`src/rtl/core/lzrw3_pkg.sv`:
```
// Shared constants and helpers for the LZRW3 block compressor.
`default_nettype none
package lzrw3_pkg;
  localparam int BYTE_W          = 8;
  localparam int POS_W           = 13;
  localparam int HASH_W          = 12;
  localparam int LEN_W           = 14;
  localparam int MATCH_W         = 5;
  localparam int BLOCK_BYTES_DEF = 4096;
  localparam int HASH_ENTRIES    = 4096;
  localparam int MAX_MATCH       = 18;
  localparam int GROUP_DEPTH     = 32;
  localparam int GROUP_ITEMS     = 16;
  localparam int LIMIT_RESET     = 8192;
  localparam logic [POS_W-1:0] START_MARK = POS_W'(4096);
  localparam logic [15:0] HASH_MULT = 16'd40543;

  function automatic logic [BYTE_W-1:0] start_byte(input logic [MATCH_W-1:0] off);
    logic [BYTE_W-1:0] r;
    case (off)
      5'd0, 5'd10: r = 8'h31;
      5'd1, 5'd11: r = 8'h32;
      5'd2, 5'd12: r = 8'h33;
      5'd3, 5'd13: r = 8'h34;
      5'd4, 5'd14: r = 8'h35;
      5'd5, 5'd15: r = 8'h36;
      5'd6, 5'd16: r = 8'h37;
      5'd7, 5'd17: r = 8'h38;
      5'd8:        r = 8'h39;
      5'd9:        r = 8'h30;
      default:     r = 8'h00;
    endcase
    return r;
  endfunction
endpackage
`default_nettype wire

```
`src/rtl/core/lzrw3_hash.sv`:
```
// Three-byte hash unit: multiply and register the table index.
`default_nettype none
module lzrw3_hash (
  input  wire logic                            clk,
  input  wire logic [lzrw3_pkg::BYTE_W-1:0]    b0,
  input  wire logic [lzrw3_pkg::BYTE_W-1:0]    b1,
  input  wire logic [lzrw3_pkg::BYTE_W-1:0]    b2,
  output logic      [lzrw3_pkg::HASH_W-1:0]    idx_r
);
  logic [15:0] v;
  logic [31:0] prod;

  assign v    = {b0, 8'h00} ^ {4'h0, b1, 4'h0} ^ {8'h00, b2};
  assign prod = {16'h0000, v} * {16'h0000, lzrw3_pkg::HASH_MULT};

  always_ff @(posedge clk) begin
    idx_r <= prod[lzrw3_pkg::HASH_W+3:4];
  end
endmodule
`default_nettype wire

```
`config.mk`:
```
export PLATFORM = sky130hd
export DESIGN_NAME = lzrw3_hash
export DESIGN_NICKNAME = d
export VERILOG_FILES = /design/src/rtl/core/lzrw3_pkg.sv /design/src/rtl/core/lzrw3_hash.sv
export SDC_FILE = /design/constraint.sdc
export NUM_CORES = 1
export LEC_CHECK = 0
export BUFFER_PORTS_ARGS = -buffer_cell sky130_fd_sc_hd__buf_2
export CAP_MARGIN = 25
export CORE_ASPECT_RATIO = 1.2
export CORE_UTILIZATION = 60
export DETAILED_ROUTE_END_ITERATION = 12
export GPL_ROUTABILITY_DRIVEN = 1
export PLACE_DENSITY = 0.82
export SLEW_MARGIN = 40
export SYNTH_ARGS = -nofsm -noshare
export SYNTH_HDL_FRONTEND = slang
export SYNTH_SLANG_ARGS = --single-unit
export TNS_END_PERCENT = 20
```
`constraint.sdc`:
```
create_clock -name clk -period 6.1 [get_ports clk]
set_input_delay 0.305 -clock clk [delete_from_list [all_inputs] [get_ports clk]]
set_output_delay 0.305 -clock clk [all_outputs]
set_load 0.02 [all_outputs]
```
==> parameters.txt, run 1 <==
Parameter                              Value

Synth
  Synth area leaders    fa_1, ha_1, inv_1, dfxtp_1, xnor2_1
  Count of different cell masters after synthesis    28
  Sequential-to-total area share from yosys stat    8.33%
  Register bit count reported by yosys    12
  Post-synthesis cell count    299
  Area fraction of the dominant cell type after synthesis    30.6%
  Count of flip-flops with a built-in enable after synthesis    0
  Dominant synthesized flop cell    dfxtp_1
  Syn_nets    420
  Fraction of registers with async set/reset    0%
  Synth warn    0
  Top post-synthesis cells by count    inv_1, ha_1, fa_1
  Most instantiated library cell after synthesis    inv_1
  Mean post-synth cell area    9.64 µm²
  Area of the mapped netlist    2880 µm²
  Cell taking the most area after synthesis    fa_1

Timing
  Relative max-transition margin    51.0%
  Setup repair after global routing missed its margin    no
  Post-route minimum period    5.26 ns
  Count of pins over their slew limit    0
  Highest clock rate    190 MHz
  Tightest Pin Transition    0.732 ns
  Total Neg Setup Slack    0 ns
  Number of endpoints with negative hold slack in the final report    0
  Setup-violating endpoint count in the final report    0
  Ratio of final minimum period to clock period    86.3%

Setup path
  Critical Path Stages    18
  Cell type of the slowest stage on the worst timing path    xor2_1
  Peak per-stage delay on the critical path    0.59 ns
  End point of the critical path    idx_r[11]
  Data arrival at the endpoint of the critical path    5.38 ns
  Critical path fanouts, max    6
  Number of buffer and inverter stages on the critical path    5
  Worst path top cell family by delay    adder cells
  Data required time at the worst endpoint    6.21 ns
  Startpoint type of the worst setup path    primary input
  Ordered cell list for the critical path    buf_2, xor2_1, inv_1, fa_1, inv_1, fa_1, fa_1, fa_1, fa_1, inv_1, fa_1, inv_1, ha_1, nand2_1, nor2_1, a211oi_1, o31ai_1, xnor2_1
  Startpoint of the worst setup timing path    b1[5]
  Critical path type    in2reg
  Most common cell type on the critical path    fa_1
  Worst setup EP type    flip-flop

Finish
  Fill cells    385
  Number of flip-flops under the largest register name    12
  Storage element area    240 µm²
  Post-route cell area    3200 µm²
  Antenna diode count    0
  Share of layout cells above drive strength 1    13.2%
  Fin nets    464
  Final cell count without fillers    399
  Top Registers    idx_r: 12 flops
  Area growth, synth to finish    11.0%
  Multi-input gate area in the final layout    2290 µm²
  Register containing the most flip-flops in the final layout    idx_r

CTS
  CTS buffer count    3
  Worst-path clk slew    0.05 ns
  Clock tree from TritonCTS    built
  Post-CTS repair timing setup buffer count    0
  Cts-stage hold buffer count    0
  Buffer type at the clock tree root    clkbuf_8
  Sink Count    12
  CTS H-tree depth    1
  Number of gates resized after cts    0
  Maximum clock path buffer count    2

Die
  CORE AREA    4590 µm²
  Chip Width    65.3 µm
  Row Count    27
  Area of the die    5090 µm²
  I/O pin count    37
  Initial standard-cell utilization of the core    62.7%
  Chip height    77.9 µm

Route
  Iter 0 DRT Violations    73
  Total number of vias    2022
  Post-route antenna net violation count    0
  1st-pass router iterations    4
  Number of vias per cell after detailed routing    5.07
  Average wire per cell in the routed design    13.7 µm
  Routed wire length    5.47 mm
  Post-detailed-route DRC marker count    0

Outcome
  Result of the run    finished clean

Global route
  Wire length of the first global-routing pass    9.31 mm
  Pin count of the biggest net entering global routing    11
  Global-route total usage across every layer    24.2%
  Via count of the first global-routing pass    2193
  Number of antenna violations at the first check in global routing    0
  Grt total ovfl    0

Placement
  Placer's final routability congestion estimate    0.890
  HPWL after detailed placement    5.04 mm
  Port bufs    36
  Placed cell areas    3160 µm²
  Count of placed standard cells including taps    396

Min path
  Worst hold path class    in2reg

Run
  Total of max-cap violations    0
==> metal layers <==
| metal | GRT usage (%) | wire, µm | part of all wire (%) | vias to the layer above |
|---|---|---|---|---|
| li1 | - | - | - | 998 |
| met1 | 27.1 | 2250 | 41 | 945 |
| met2 | 44.9 | 2870 | 52 | 59 |
| met3 | 1.47 | 123 | 2.3 | 20 |
| met4 | 11.7 | 228 | 4.2 | 0 |
| met5 | 0 | 0 | 0 | - |
==> kinds of logic after synthesis <==
group,Yosys count,share of synthesized area [%]
fa+ha+maj,99,54.2
buf+inv,93,12.1
xor+xnor,48,15.7
compound gates,31,6.94
simple gates,16,2.73
flops,12,8.33
==> tightest hold or removal path, stage by stage <==
cell     delay (ns)
buf_2          0.10
xor2_1         0.08
xnor2_1        0.14
xnor2_1        0.18
xnor3_1        0.17
xnor2_1        0.07
==> placed cells by master (no fill, tap or decap), types with 3 or more instances in the layout <==
| cell type | netlist | final |
|---|---|---|
| maj3_1 | 3 | 3 |
| ha_1 | 52 | 52 |
| a21oi_1 | 8 | 8 |
| nor3_1 | 3 | 3 |
| xor2_1 | 21 | 21 |
| nand2_1 | 4 | 4 |
| clkbuf_8 | 0 | 3 |
| fa_1 | 44 | 44 |
| buf_2 | 0 | 36 |
| nor2_1 | 5 | 5 |
| o21ai_0 | 6 | 6 |
| a21o_1 | 4 | 4 |
| inv_1 | 93 | 93 |
| xnor2_1 | 25 | 25 |
| dfxtp_1 | 12 | 12 |
| buf_4 | 0 | 3 |
==> through the flow <==
step / utilization, % / hold WS [ns] / worst slack [ns]
after global routing: 69.6 / 0.899 / 0.657
after global placement: 68.7 / 0.720 / 0.859
final: 69.6 / 0.867 / 0.839
after detailed placement: 68.7 / 0.720 / 0.569
after floorplan: - / 0.644 / 1.17
after CTS: 69.6 / 0.858 / 0.809
==> how the worst min path moves through the flow <==
stage	startpoint	to	slack, ns	cells past startpoint
final	b0[6]	idx_r[11]	0.87	6
after detailed placement	idx_r[4]	idx_r[4]	0.72	1
after global routing	b0[6]	idx_r[11]	0.90	6
after global placement	idx_r[1]	idx_r[1]	0.72	1
after CTS	b0[6]	idx_r[11]	0.86	6
after floorplan	idx_r[0]	idx_r[0]	0.64	0
==> cell type report <==
class / count / area share, %
flip-flops and latches: 12 / 7.51
multi-input cells: 194 / 71.7
clock buffers: 3 / 1.29
well taps: 58 / 2.27
inverters: 93 / 10.9
repair buffers: 39 / 6.34
Power of run 1 is not shown: default switching activity piles up to over one toggle a cycle in this logic, so the estimate is an artifact.
==> run 2, diff against run 1 <==
- CORE_MARGIN: unset -> 5
==> parameters.txt, run 2 (synthesis gave the netlist of run 1 again) <==
Parameter                              Value

Outcome
  Result of the run    finished clean (unchanged)

CTS
  Clock tree from TritonCTS    built (unchanged)
  Number of gates resized after cts    0 (unchanged)
  Sink Count    12 (unchanged)
  CTS H-tree depth    1 (unchanged)
  Buffer type at the clock tree root    clkbuf_8 (unchanged)
  CTS buffer count    3 (unchanged)
  Cts-stage hold buffer count    0 (unchanged)
  Post-CTS repair timing setup buffer count    0 (unchanged)
  Worst-path clk slew    0.05 ns (about the same)
  Maximum clock path buffer count    2 (unchanged)

Timing
  Setup repair after global routing missed its margin    no (unchanged)
  Total Neg Setup Slack    0 ns (unchanged)
  Setup-violating endpoint count in the final report    0 (unchanged)
  Number of endpoints with negative hold slack in the final report    0 (unchanged)
  Tightest Pin Transition    0.608 ns (was 0.732 ns)
  Ratio of final minimum period to clock period    83.3% (was 86.3%)
  Relative max-transition margin    59.3% (was 51.0%)
  Post-route minimum period    5.08 ns (was 5.26 ns)
  Highest clock rate    197 MHz (was 190 MHz)
  Count of pins over their slew limit    0 (unchanged)

Finish
  Antenna diode count    0 (unchanged)
  Fin nets    465 (was 464)
  Commonest cells after routing, fill and taps aside    inv_1, ha_1, fa_1 (unchanged)
  Area growth, synth to finish    11.7% (was 11.0%)
  Register containing the most flip-flops in the final layout    idx_r (unchanged)
  Top Registers    idx_r: 12 flops (unchanged)
  Share of layout cells above drive strength 1    13.7% (was 13.2%)
  Number of flip-flops under the largest register name    12 (unchanged)
  Most common library cell in the layout ignoring fill and taps    inv_1 (unchanged)

Run
  Total of max-cap violations    0 (unchanged)

Global route
  Met3 demand-to-capacity share in global routing    0.938% (was 1.47%)
  Via count of the first global-routing pass    2280 (was 2193)
  GR met1 Demand/Resource    24.5% (was 27.1%)
  Grt total ovfl    0 (unchanged)
  Most Used Layer, Global Route    met2 (unchanged)
  Pin count of the biggest net entering global routing    11 (unchanged)
  Routing usage on met2    36.0% (was 44.9%)
  Global-route total usage across every layer    20.0% (was 24.2%)
  Number of antenna violations at the first check in global routing    0 (unchanged)
  Wire length of the first global-routing pass    9.88 mm (was 9.31 mm)

Route
  Average wire per cell in the routed design    13.8 µm (was 13.7 µm)
  Post-detailed-route DRC marker count    0 (unchanged)
  Number of vias per cell after detailed routing    5.04 (was 5.07)
  Iter 0 DRT Violations    51 (was 73)
  1st-pass router iterations    4 (unchanged)
  Total number of vias    2020 (was 2022)
  Post-route antenna net violation count    0 (unchanged)
  Routed wire length    5.53 mm (was 5.47 mm)

Setup path
  Most common cell type on the critical path    fa_1 (unchanged)
  Ordered cell list for the critical path    buf_2, xor2_1, inv_1, fa_1, fa_1, inv_1, fa_1, fa_1, fa_1, inv_1, fa_1, inv_1, ha_1, nand2_1, nor2_1, a211oi_1, o31ai_1, xnor2_1 (was buf_2, xor2_1, inv_1, fa_1, inv_1, fa_1, fa_1, fa_1, fa_1, inv_1, fa_1, inv_1, ha_1, nand2_1, nor2_1, a211oi_1, o31ai_1, xnor2_1)
  Data required time at the worst endpoint    6.22 ns (was 6.21 ns)
  Critical path type    in2reg (unchanged)
  Cell type of the slowest stage on the worst timing path    fa_1 (was xor2_1)
  Data arrival at the endpoint of the critical path    5.20 ns (was 5.38 ns)
  Peak per-stage delay on the critical path    0.55 ns (was 0.59 ns)
  Worst setup EP type    flip-flop (unchanged)
  Startpoint type of the worst setup path    primary input (unchanged)
  Critical path fanouts, max    4 (was 6)

Placement
  Port bufs    36 (unchanged)
  Placer's final routability congestion estimate    0.880 (was 0.890)
  HPWL after detailed placement    5.03 mm (was 5.04 mm)

Die
  Chip height    85.9 µm (was 77.9 µm)
  Row Count    27 (unchanged)
  CORE AREA    4630 µm² (was 4590 µm²)
  Initial standard-cell utilization of the core    62.3% (was 62.7%)
  Chip Width    73.3 µm (was 65.3 µm)
  I/O pin count    37 (unchanged)
  Area of the die    6300 µm² (was 5090 µm²)

Min path
  Worst hold path class    in2reg (unchanged)
## run 2: final cells by class
class                   count  area (µm²)
repair buffers             40         210
fillers                   364        1410
well taps                  58        72.6
flip-flops and latches     12         240
multi-input cells         194        2290
clock buffers               4        55.1
inverters                  93         349
## run 2: metrics by stage
step	setup slack, ns	instances	utilization (%)	hold WS (ns)	cell area, µm²
2_1_floorplan	1.17	299	-	0.644	2880
3_3_place_gp	0.857	397	68.4	0.721	3170
3_5_place_dp	0.763	397	68.4	0.721	3170
4_1_cts	1.01	401	69.6	0.827	3220
5_1_grt	0.716	401	69.6	0.888	3220
6_report	1.02	401	69.6	0.835	3220
## run 2: worst max-delay path: cells and delay by family
family,cells,cell delay (ns)
adder cells (fa/ha/maj),7,3.36
XOR/XNOR,2,0.64
buffers and inverters,5,0.44
AND/OR/NAND/NOR,2,0.14
AO/OA/AOI/OAI,2,0.33
## run 2: metal layers
metal | vias up | share of wire (%)
met1 | 957 | 42
met3 | 13 | 4.3
met4 | 0 | 2.5
li1 | 998 | -
met5 | - | 0
met2 | 52 | 52
## run 2: worst paths after layout
check,startpoint,endpoint,depth (start not counted)
max,b1[7],idx_r[11],18
min,b0[6],idx_r[11],6
Power of run 2 is left out for the same reason.
