<file path="src/rtl/core/lzrw3_ram.sv">
// Generic single-write, single-read RAM with registered read data.
`default_nettype none
module lzrw3_ram #(
  parameter int WIDTH = 8,
  parameter int DEPTH = 32
) (
  input  wire logic                     clk,
  input  wire logic                     we,
  input  wire logic [$clog2(DEPTH)-1:0] waddr,
  input  wire logic [WIDTH-1:0]         wdata,
  input  wire logic [$clog2(DEPTH)-1:0] raddr,
  output logic      [WIDTH-1:0]         rdata
);
  logic [WIDTH-1:0] mem [DEPTH];

  always_ff @(posedge clk) begin
    if (we) begin
      mem[waddr] <= wdata;
    end
    rdata <= mem[raddr];
  end
endmodule
`default_nettype wire

</file>
<file path="config.mk">
export PLATFORM = sky130hd
export DESIGN_NAME = lzrw3_ram
export DESIGN_NICKNAME = d
export VERILOG_FILES = /design/src/rtl/core/lzrw3_ram.sv
export SDC_FILE = /design/constraint.sdc
export NUM_CORES = 1
export LEC_CHECK = 0
export BUFFER_PORTS_ARGS = -buffer_cell sky130_fd_sc_hd__buf_2
export CAP_MARGIN = 15
export CORE_MARGIN = 2
export CORE_UTILIZATION = 25
export DETAILED_ROUTE_END_ITERATION = 6
export PLACE_DENSITY_LB_ADDON = 0.05
export SLEW_MARGIN = 20
export SYNTH_ARGS = -nofsm -noshare
export SYNTH_HDL_FRONTEND = slang
export SYNTH_SLANG_ARGS = --single-unit
</file>
<file path="constraint.sdc">
create_clock -name clk -period 3.16 [get_ports clk]
set_clock_uncertainty 0.2 [all_clocks]
set_input_delay 0.79 -clock clk [delete_from_list [all_inputs] [get_ports clk]]
set_output_delay 0.79 -clock clk [all_outputs]
set_load 0.01 [all_outputs]
</file>
==> results.yml, run 1 <==
placement:
  numPortBuffers: 27
  placement.setup.worst_slack_ps: 139
  dp_hpwl_mm: 16.6
  postPlaceCellArea_um2: 11100
  gp_congestion: 0.678
sta:
  worst_pin_slew_ps: 767
  setup_violations: 0
  finalWorstPathRequiredPeriod_ps: 2410
  max_freq_ghz: 0.415
  setup_ws_post_layout_ps: 751
  final_hold_viol_count: 0
  unrepaired_setup_endpoints_after_global_routing: "false"
  timing.final.max_slew_violations: 0
  fin_crit_sh_pct: 76.2
  final.setup.tns_ps: 0
  max_slew_margin_pct: 48.9
clock_tree:
  clk-insertion-delay-late_ps: 560
  tritoncts.num_buffers: 30
  postCtsResizedCells: 0
  holdBufCountCts: 0
  clockBufferDepth: 3
  htree_num_levels: 1
  clkTransAtPathRegs_ps: 60
  cts.repair_timing.setup_buffer_count: 0
  cts-root-buf: "clkbuf_16"
  clock_tree_from_tritoncts: "yes"
  clock_sinks: 264
global_routing:
  number_of_global_route_vias_before_repair: 4811
  first_pass_grt_wire_length_mm: 37.4
  grt_antenna_before_repair: 4
  grtUsageTotal_pct: 12.9
  globalRoute.totalOverflow: 0
  maximum_number_of_pins_on_one_net_before_global_route_repair: 38
final_layout:
  multi_input_area_um2: 2100
  finalCoreUtilization_pct: 30.6
  antenna_cells: 0
  n_fill_cell: 3790
  register_area_um2: 7850
  syn_to_final_growth_pct: 20.8
  finish.net_count: 516
  finalInstanceArea_um2: 12100
  drive_above_1_share_pct: 40.2
run:
  maxCapViolations: 0
synth:
  synth_cell_types: 15
  synth.cell_area_um2: 10100
  postSynthNetCount: 437
  synth_enable_flop_cells: 256
  async_flop_share_pct: 0
  synth-main-ff-cell: "edfxtp_1"
  netlist.area_leader.share_pct: 76.5
  synth_area_leader_cell: "edfxtp_1"
  synth.most_common_cell: "edfxtp_1"
  synthCells: 417
  yosysWarningCount: 0
  ys_ff_latch: 264
  synth-seq-area-share_pct: 78.1
  synth.top_cells.by_count: "edfxtp_1 (256), mux4_2 (80), nor2_1 (33)"
  post_synth.cell_area_avg_um2: 24.1
  ys_top_cells_by_area: "edfxtp_1 (76%), mux4_2 (18%), dfxtp_1 (1.6%)"
floorplan:
  dieArea_um2: 41800
  die_w_um: 205
  top_level_ports: 28
  die_height_um: 205
  initial_utilization_pct: 25.3
  num_rows: 73
  floorplan.core_area_um2: 39700
critical_path:
  critical_path_peak_fanout: 18
  critical_path.cell_chain: "buf_4, buf_12, mux4_2, mux4_2, mux2_2"
  cp-start-kind: "input port"
  critical_path.max_stage_delay_ps: 560
  timing.reg2reg.setup_slack_ps: 1080
  critical_path_required_ps: 3400
  setup_crit_path_kind: "input port to flip-flop"
  cpMostUsedCell: "mux4_2"
  setup.worst_path.end_class: "flip-flop"
  crit_path_top_delay_cell: "mux4_2"
  arrival_ps: 2650
detailed_routing:
  firstDrtPassIters: 4
  drt_iter0_markers: 364
  avgViaCountPerCell: 4.36
  vias_after_detailed_routing: 4556
  drt-wirelength-per-cell_um: 24.9
  routed_wl_mm: 26.0
  count_of_unresolved_drc_violations_after_routing: 0
  antenna_left: 0
power:
  report.power.total_mw: 7.95
  power-per-cell-area_nw_per_um2: 654
  ir_drop_v: 0.000345
  power.leakage_nw: 3.83
hold_path:
  min_path_type: "input port to flip-flop"
run_status:
  outcome: "finished, final reports clean"
critical path, delay by kind of cell:
family / cells / cell delay [ps]
buffers and inverters: 2 / 440
multiplexers: 3 / 1400
power by group:
group          internal [mW]  switching [mW]
clock network           2.23            1.39
registers               3.89          0.0230
logic                  0.171           0.236
total                   6.30            1.65
flip-flops by register name (all words and copies together) (netlist names):
signal / flops
rdata: 8
mem: 256
layout make-up:
type	instances	area share [%]
clock buffer	36	6.71
tap	525	5.41
timing repair buffer	67	4.12
sequential	264	64.6
multi-input combinational	133	17.3
clock inverter	20	1.86
cells in the final DEF (no fill, tap or decap), types with 8 or more instances in the layout:
master       n
buf_2       26
buf_4       36
clkbuf_16   31
clkinv_2    12
dfxtp_1      8
edfxtp_1   256
mux2_2       8
mux4_2      80
nor2_1      33
final timing paths:
check,start,to,cells after the start
worst max register to register,mem[13][7],rdata[7],3
worst max-delay path,raddr[0],rdata[7],5
worst min register to register,mem[20][4],rdata[4],3
worst min-delay path,raddr[3],rdata[5],2
metal layers:
| layer | vias to the layer above | GRT usage (%) | part of all wire, % |
|---|---|---|---|
| met5 | - | 0 | 0 |
| met4 | 0 | 3.57 | 2.0 |
| met3 | 34 | 1.78 | 5.7 |
| met2 | 100 | 19.2 | 44 |
| met1 | 2485 | 19.5 | 48 |
| li1 | 1937 | - | - |
cells by family (layout without fill, tap and decap cells):
kind of cell  after synthesis  count (layout)  synth area share (%)
mux                        88              88                  18.8
flops                     264             264                  78.1
buf+inv                    20             123                  1.06
simple gates               45              45                  2.07
per-stage QoR:
step	std cells	hold slack, ps
floorplan	417	665
global placement	989	689
detailed placement	989	699
CTS	1045	520
global route	1045	521
finish	1045	533
(Power assumes the default switching activity.)
==> inputs of run 2 (changes only) <==
clock period = 2.4 ns   (was 3.16 ns; I/O delays follow)
==> results.yml, run 2 (same netlist as run 1, synthesis figures left out) <==
detailed_routing:
  count_of_unresolved_drc_violations_after_routing: 0
  drt_iter0_markers: 324
  drt-wirelength-per-cell_um: 25.3
  vias_after_detailed_routing: 4617
  routed_wl_mm: 26.7
  firstDrtPassIters: 4
  antenna_left: 0
  avgViaCountPerCell: 4.38
clock_tree:
  holdBufCountCts: 0
  postCtsResizedCells: 0
  cts-root-buf: "clkbuf_16"
  clock_tree_from_tritoncts: "yes"
  clk-insertion-delay-late_ps: 550
  htree_num_levels: 1
  tritoncts.num_buffers: 30
  cts.repair_timing.setup_buffer_count: 0
  clockBufferDepth: 3
  clock_sinks: 264
  clkTransAtPathRegs_ps: 60
critical_path:
  critical_path_peak_fanout: 28
  arrival_ps: 2520
  cp-start-kind: "input port"
  setup_crit_path_kind: "input port to flip-flop"
  setup.worst_path.end_class: "flip-flop"
  critical_path_required_ps: 2640
final_layout:
  stdcell_count: 1055
  layout_common_cells: "edfxtp_1 (256), mux4_2 (80), buf_4 (44), nor2_1 (33), clkbuf_16 (31)"
  syn_to_final_growth_pct: 21.1
  largest_register_ff_count: 256
  n_fill_cell: 3827
  layout.cells.most_common: "edfxtp_1"
  antenna_cells: 0
  drive_above_1_share_pct: 40.8
  biggestRegsByFlops: "mem x256, rdata x8"
  finish.net_count: 526
  top_register: "mem"
sta:
  timing.final.max_slew_violations: 0
  final_hold_viol_count: 0
  worst_hold_slack_ps: 350
  finalWorstPathRequiredPeriod_ps: 2290
  worst_pin_slew_ps: 720
  unrepaired_setup_endpoints_after_global_routing: "false"
  setup_violations: 0
  fin_crit_sh_pct: 95.4
  max_freq_ghz: 0.437
  max_slew_margin_pct: 52.0
  setup_ws_post_layout_ps: 111
power:
  ir_drop_v: 0.000360
  power-per-cell-area_nw_per_um2: 831
  report.power.total_mw: 10.1
  power.leakage_nw: 3.85
placement:
  gp_congestion: 0.675
  dp_hpwl_mm: 17.3
  numPortBuffers: 27
  placement.setup.worst_slack_ps: -467
  placed_cells: 999
global_routing:
  globalRoute.totalOverflow: 0
  number_of_global_route_vias_before_repair: 4916
  first_pass_grt_wire_length_mm: 38.2
  grt_antenna_before_repair: 1
  grtUsageTotal_pct: 13.2
  maximum_number_of_pins_on_one_net_before_global_route_repair: 33
floorplan:
  floorplan.core_area_um2: 39700
  initial_utilization_pct: 25.3
  dieArea_um2: 41800
  die_w_um: 205
  num_rows: 73
  top_level_ports: 28
  die_height_um: 205
run_status:
  outcome: "finished, final reports clean"
run:
  maxCapViolations: 0
hold_path:
  min_path_type: "input port to flip-flop"
[run 2: final cells by class]
class,count,area (µm²),area share (%)
Sequential cell,264,7850,64.5
Multi-Input combinational cell,133,2100,17.2
Clock buffer,34,807,6.63
Tap cell,525,657,5.40
Timing Repair Buffer,77,601,4.93
Clock inverter,22,160,1.32
[run 2: metrics by stage]
| step | area [µm²] | TNS, ps | utilization, % |
|---|---|---|---|
| final | 12200 | 0 | 30.6 |
| after detailed placement | 11200 | -3220 | 28.2 |
| after global routing | 12200 | 0 | 30.6 |
| after global placement | 11200 | -3250 | 28.2 |
| after CTS | 12200 | 0 | 30.6 |
| after floorplan | 10200 | 0 | - |
[run 2: final timing paths]
| kind | start | endpoint | slack (ps) | cells past startpoint |
|---|---|---|---|---|
| max | raddr[0] | rdata[4] | 110 | 5 |
| max reg2reg | mem[28][4] | rdata[4] | 290 | 3 |
| min reg2reg | mem[16][6] | rdata[6] | 710 | 3 |
| min | raddr[3] | rdata[2] | 350 | 2 |
[run 2: critical path, cell delays in order]
cell	delay (ps)
buf_4	130
buf_12	240
mux4_2	600
mux4_2	590
mux2_2	300
[run 2: routing by layer]
layer | global-route usage, % | part of all wire (%) | up-vias
met1 | 18.8 | 46 | 2509
met4 | 3.52 | 1.4 | 2
met3 | 2.85 | 6.2 | 24
met2 | 20.3 | 46 | 124
met5 | 0 | 0.045 | -
li1 | - | - | 1958
[run 2: power by group]
part / internal [mW] / switching (mW)
Clock: 2.61 / 1.80
Sequential: 5.13 / 0.0279
Combinational: 0.235 / 0.320
==> inputs of run 3 (changes only) <==
--- a/config.mk
+++ b/config.mk
@@ -10,4 +10,5 @@
 export CORE_MARGIN = 2
 export CORE_UTILIZATION = 25
+export CTS_CLUSTER_DIAMETER = 30
 export DETAILED_ROUTE_END_ITERATION = 6
 export PLACE_DENSITY_LB_ADDON = 0.05
==> constraint.sdc (replaced) <==
create_clock -name clk -period 2.4 [get_ports clk]
set_clock_uncertainty 0.2 [all_clocks]
set_input_delay 0.12 -clock clk [delete_from_list [all_inputs] [get_ports clk]]
set_output_delay 0.12 -clock clk [all_outputs]
set_load 0.01 [all_outputs]
==> results.yml, run 3 (same netlist as run 1, synthesis figures left out) <==
run_status:
  outcome: "complete, but fails checks"
  failed_checks: "negative hold slack"
detailed_routing:
  antenna_left: 0
  count_of_unresolved_drc_violations_after_routing: 0
  drt-wirelength-per-cell_um: 23.5
  avgViaCountPerCell: 4.33
  drt_iter0_markers: 372
  vias_after_detailed_routing: 4891
  firstDrtPassIters: 4
  routed_wl_mm: 26.6
floorplan:
  die_height_um: 205
  top_level_ports: 28
  dieArea_um2: 41800
  initial_utilization_pct: 25.3
  die_w_um: 205
  floorplan.core_area_um2: 39700
  num_rows: 73
sta:
  setup_ws_post_layout_ps: 323
  timing.final.max_slew_violations: 0
  finalWorstPathRequiredPeriod_ps: 2080
  unrepaired_setup_endpoints_after_global_routing: "false"
  final_hold_viol_count: 10
  worst_pin_slew_ps: 758
  final.setup.tns_ps: 0
  max_slew_margin_pct: 49.5
  setup_violations: 0
  worst_hold_slack_ps: -17.2
  fin_crit_sh_pct: 86.6
  max_freq_ghz: 0.481
critical_path:
  setup.worst_path.end_class: "flip-flop"
  critical_path.cell_chain: "mux4_2, mux4_2, mux2_2"
  cp-start-kind: "flip-flop"
  setup_crit_path_kind: "flip-flop to flip-flop"
  timing.rr.start: "mem[31][7]"
  timing.reg2reg.setup_slack_ps: 320
  critical_path_peak_fanout: 1
  r2r_end: "rdata[7]"
  critical_path.max_stage_delay_ps: 570
  arrival_ps: 2310
  crit_path_top_delay_cell: "mux4_2"
  critical_path_required_ps: 2630
  r2r_cells: 3
  cpMostUsedCell: "mux4_2"
global_routing:
  grt_antenna_before_repair: 1
  globalRoute.totalOverflow: 0
  grtUsageTotal_pct: 13.3
  first_pass_grt_wire_length_mm: 38.4
  number_of_global_route_vias_before_repair: 5291
  maximum_number_of_pins_on_one_net_before_global_route_repair: 33
placement:
  gp_congestion: 0.691
  dp_hpwl_mm: 16.9
  placement.setup.worst_slack_ps: 24.1
  numPortBuffers: 27
  postPlaceCellArea_um2: 11200
clock_tree:
  htree_num_levels: 3
  clockBufferDepth: 3
  clkTransAtPathRegs_ps: 40
  clock_tree_from_tritoncts: "yes"
  clk-insertion-delay-late_ps: 540
  tritoncts.num_buffers: 71
  cts-root-buf: "clkbuf_16"
  cts.repair_timing.setup_buffer_count: 0
  clock_sinks: 264
final_layout:
  layout.cells.most_common: "edfxtp_1"
  biggestRegsByFlops: "mem x256, rdata x8"
  syn_to_final_growth_pct: 36.3
  largest_register_ff_count: 256
  n_fill_cell: 3712
  finish.net_count: 568
  layout_common_cells: "edfxtp_1 (256), mux4_2 (80), clkbuf_16 (73), buf_4 (37), nor2_1 (33)"
  multi_input_area_um2: 2100
  register_area_um2: 7850
  finalInstanceArea_um2: 13700
  top_register: "mem"
  drive_above_1_share_pct: 45.4
hold_path:
  min_from: "wdata[1]"
  min_path_type: "input port to flip-flop"
  worst_hold_path.num_cells: 1
  worstHoldEndpoint: "mem[0][1]"
power:
  ir_drop_v: 0.000484
  power-per-cell-area_nw_per_um2: 1120
  power.leakage_nw: 4.56
run:
  maxCapViolations: 0
==> run 3: cell types whose count changed in the layout (fill, tap and decap cells not counted), sizes merged <==
cell         delta
diode           +1
clkinv          +2
bufinv         +11
clkinvlp        +5
inv             +8
buf             -7
clkbuf         +47
dlygate4sd3     +8
==> run 3: worst max path at each step <==
stage | from | to | cells past startpoint
floorplan | raddr[2] | rdata[0] | 5
global placement | raddr[0] | rdata[5] | 6
detailed placement | raddr[0] | rdata[5] | 6
CTS | mem[5][2] | rdata[2] | 3
global route | mem[1][2] | rdata[2] | 3
finish | mem[31][7] | rdata[7] | 3
==> run 3: routing by layer <==
metal	vias up	track usage, %	part of all wire, %
met3	38	3.99	5.7
met5	-	0	0
met2	124	19.8	45
met1	2646	18.7	47
li1	2083	-	-
met4	0	4.22	1.7
==> run 3: worst max-delay path, delay by kind of cell, from the launching register on <==
family	cells	cell delay [ps]
DFF	1	350
muxes	3	1410
==> run 3: power by group <==
group	internal [mW]	total [mW]	switching, mW
Combinational	0.241	0.555	0.314
Clock	6.91	9.64	2.73
Sequential	5.15	5.18	0.0303
==> run 3: cell type report <==
class                           count  share of cell area (%)
Antenna cell                        1                  0.0183
Clock buffer                       81                    13.6
Clock inverter                     48                    4.46
Multi-Input combinational cell    133                    15.3
Sequential cell                   264                    57.3
Tap cell                          525                    4.79
Timing Repair Buffer               78                    4.58
==> run 3: what timing repair did <==
item / 4_1_cts / 5_1_grt
endpoints found under the hold margin: 214 / 0
hold buffers: 8 / 0
gates resized for setup: 0 / 0
==> run 3: per-stage QoR <==
step / util, % / cells / total power, mW
after floorplan: - / 417 / 5.52
after detailed placement: 28.1 / 992 / 5.82
after global placement: 28.1 / 992 / 5.81
final: 34.5 / 1130 / 15.4
after global routing: 34.5 / 1129 / 15.9
after CTS: 34.5 / 1129 / 15.6
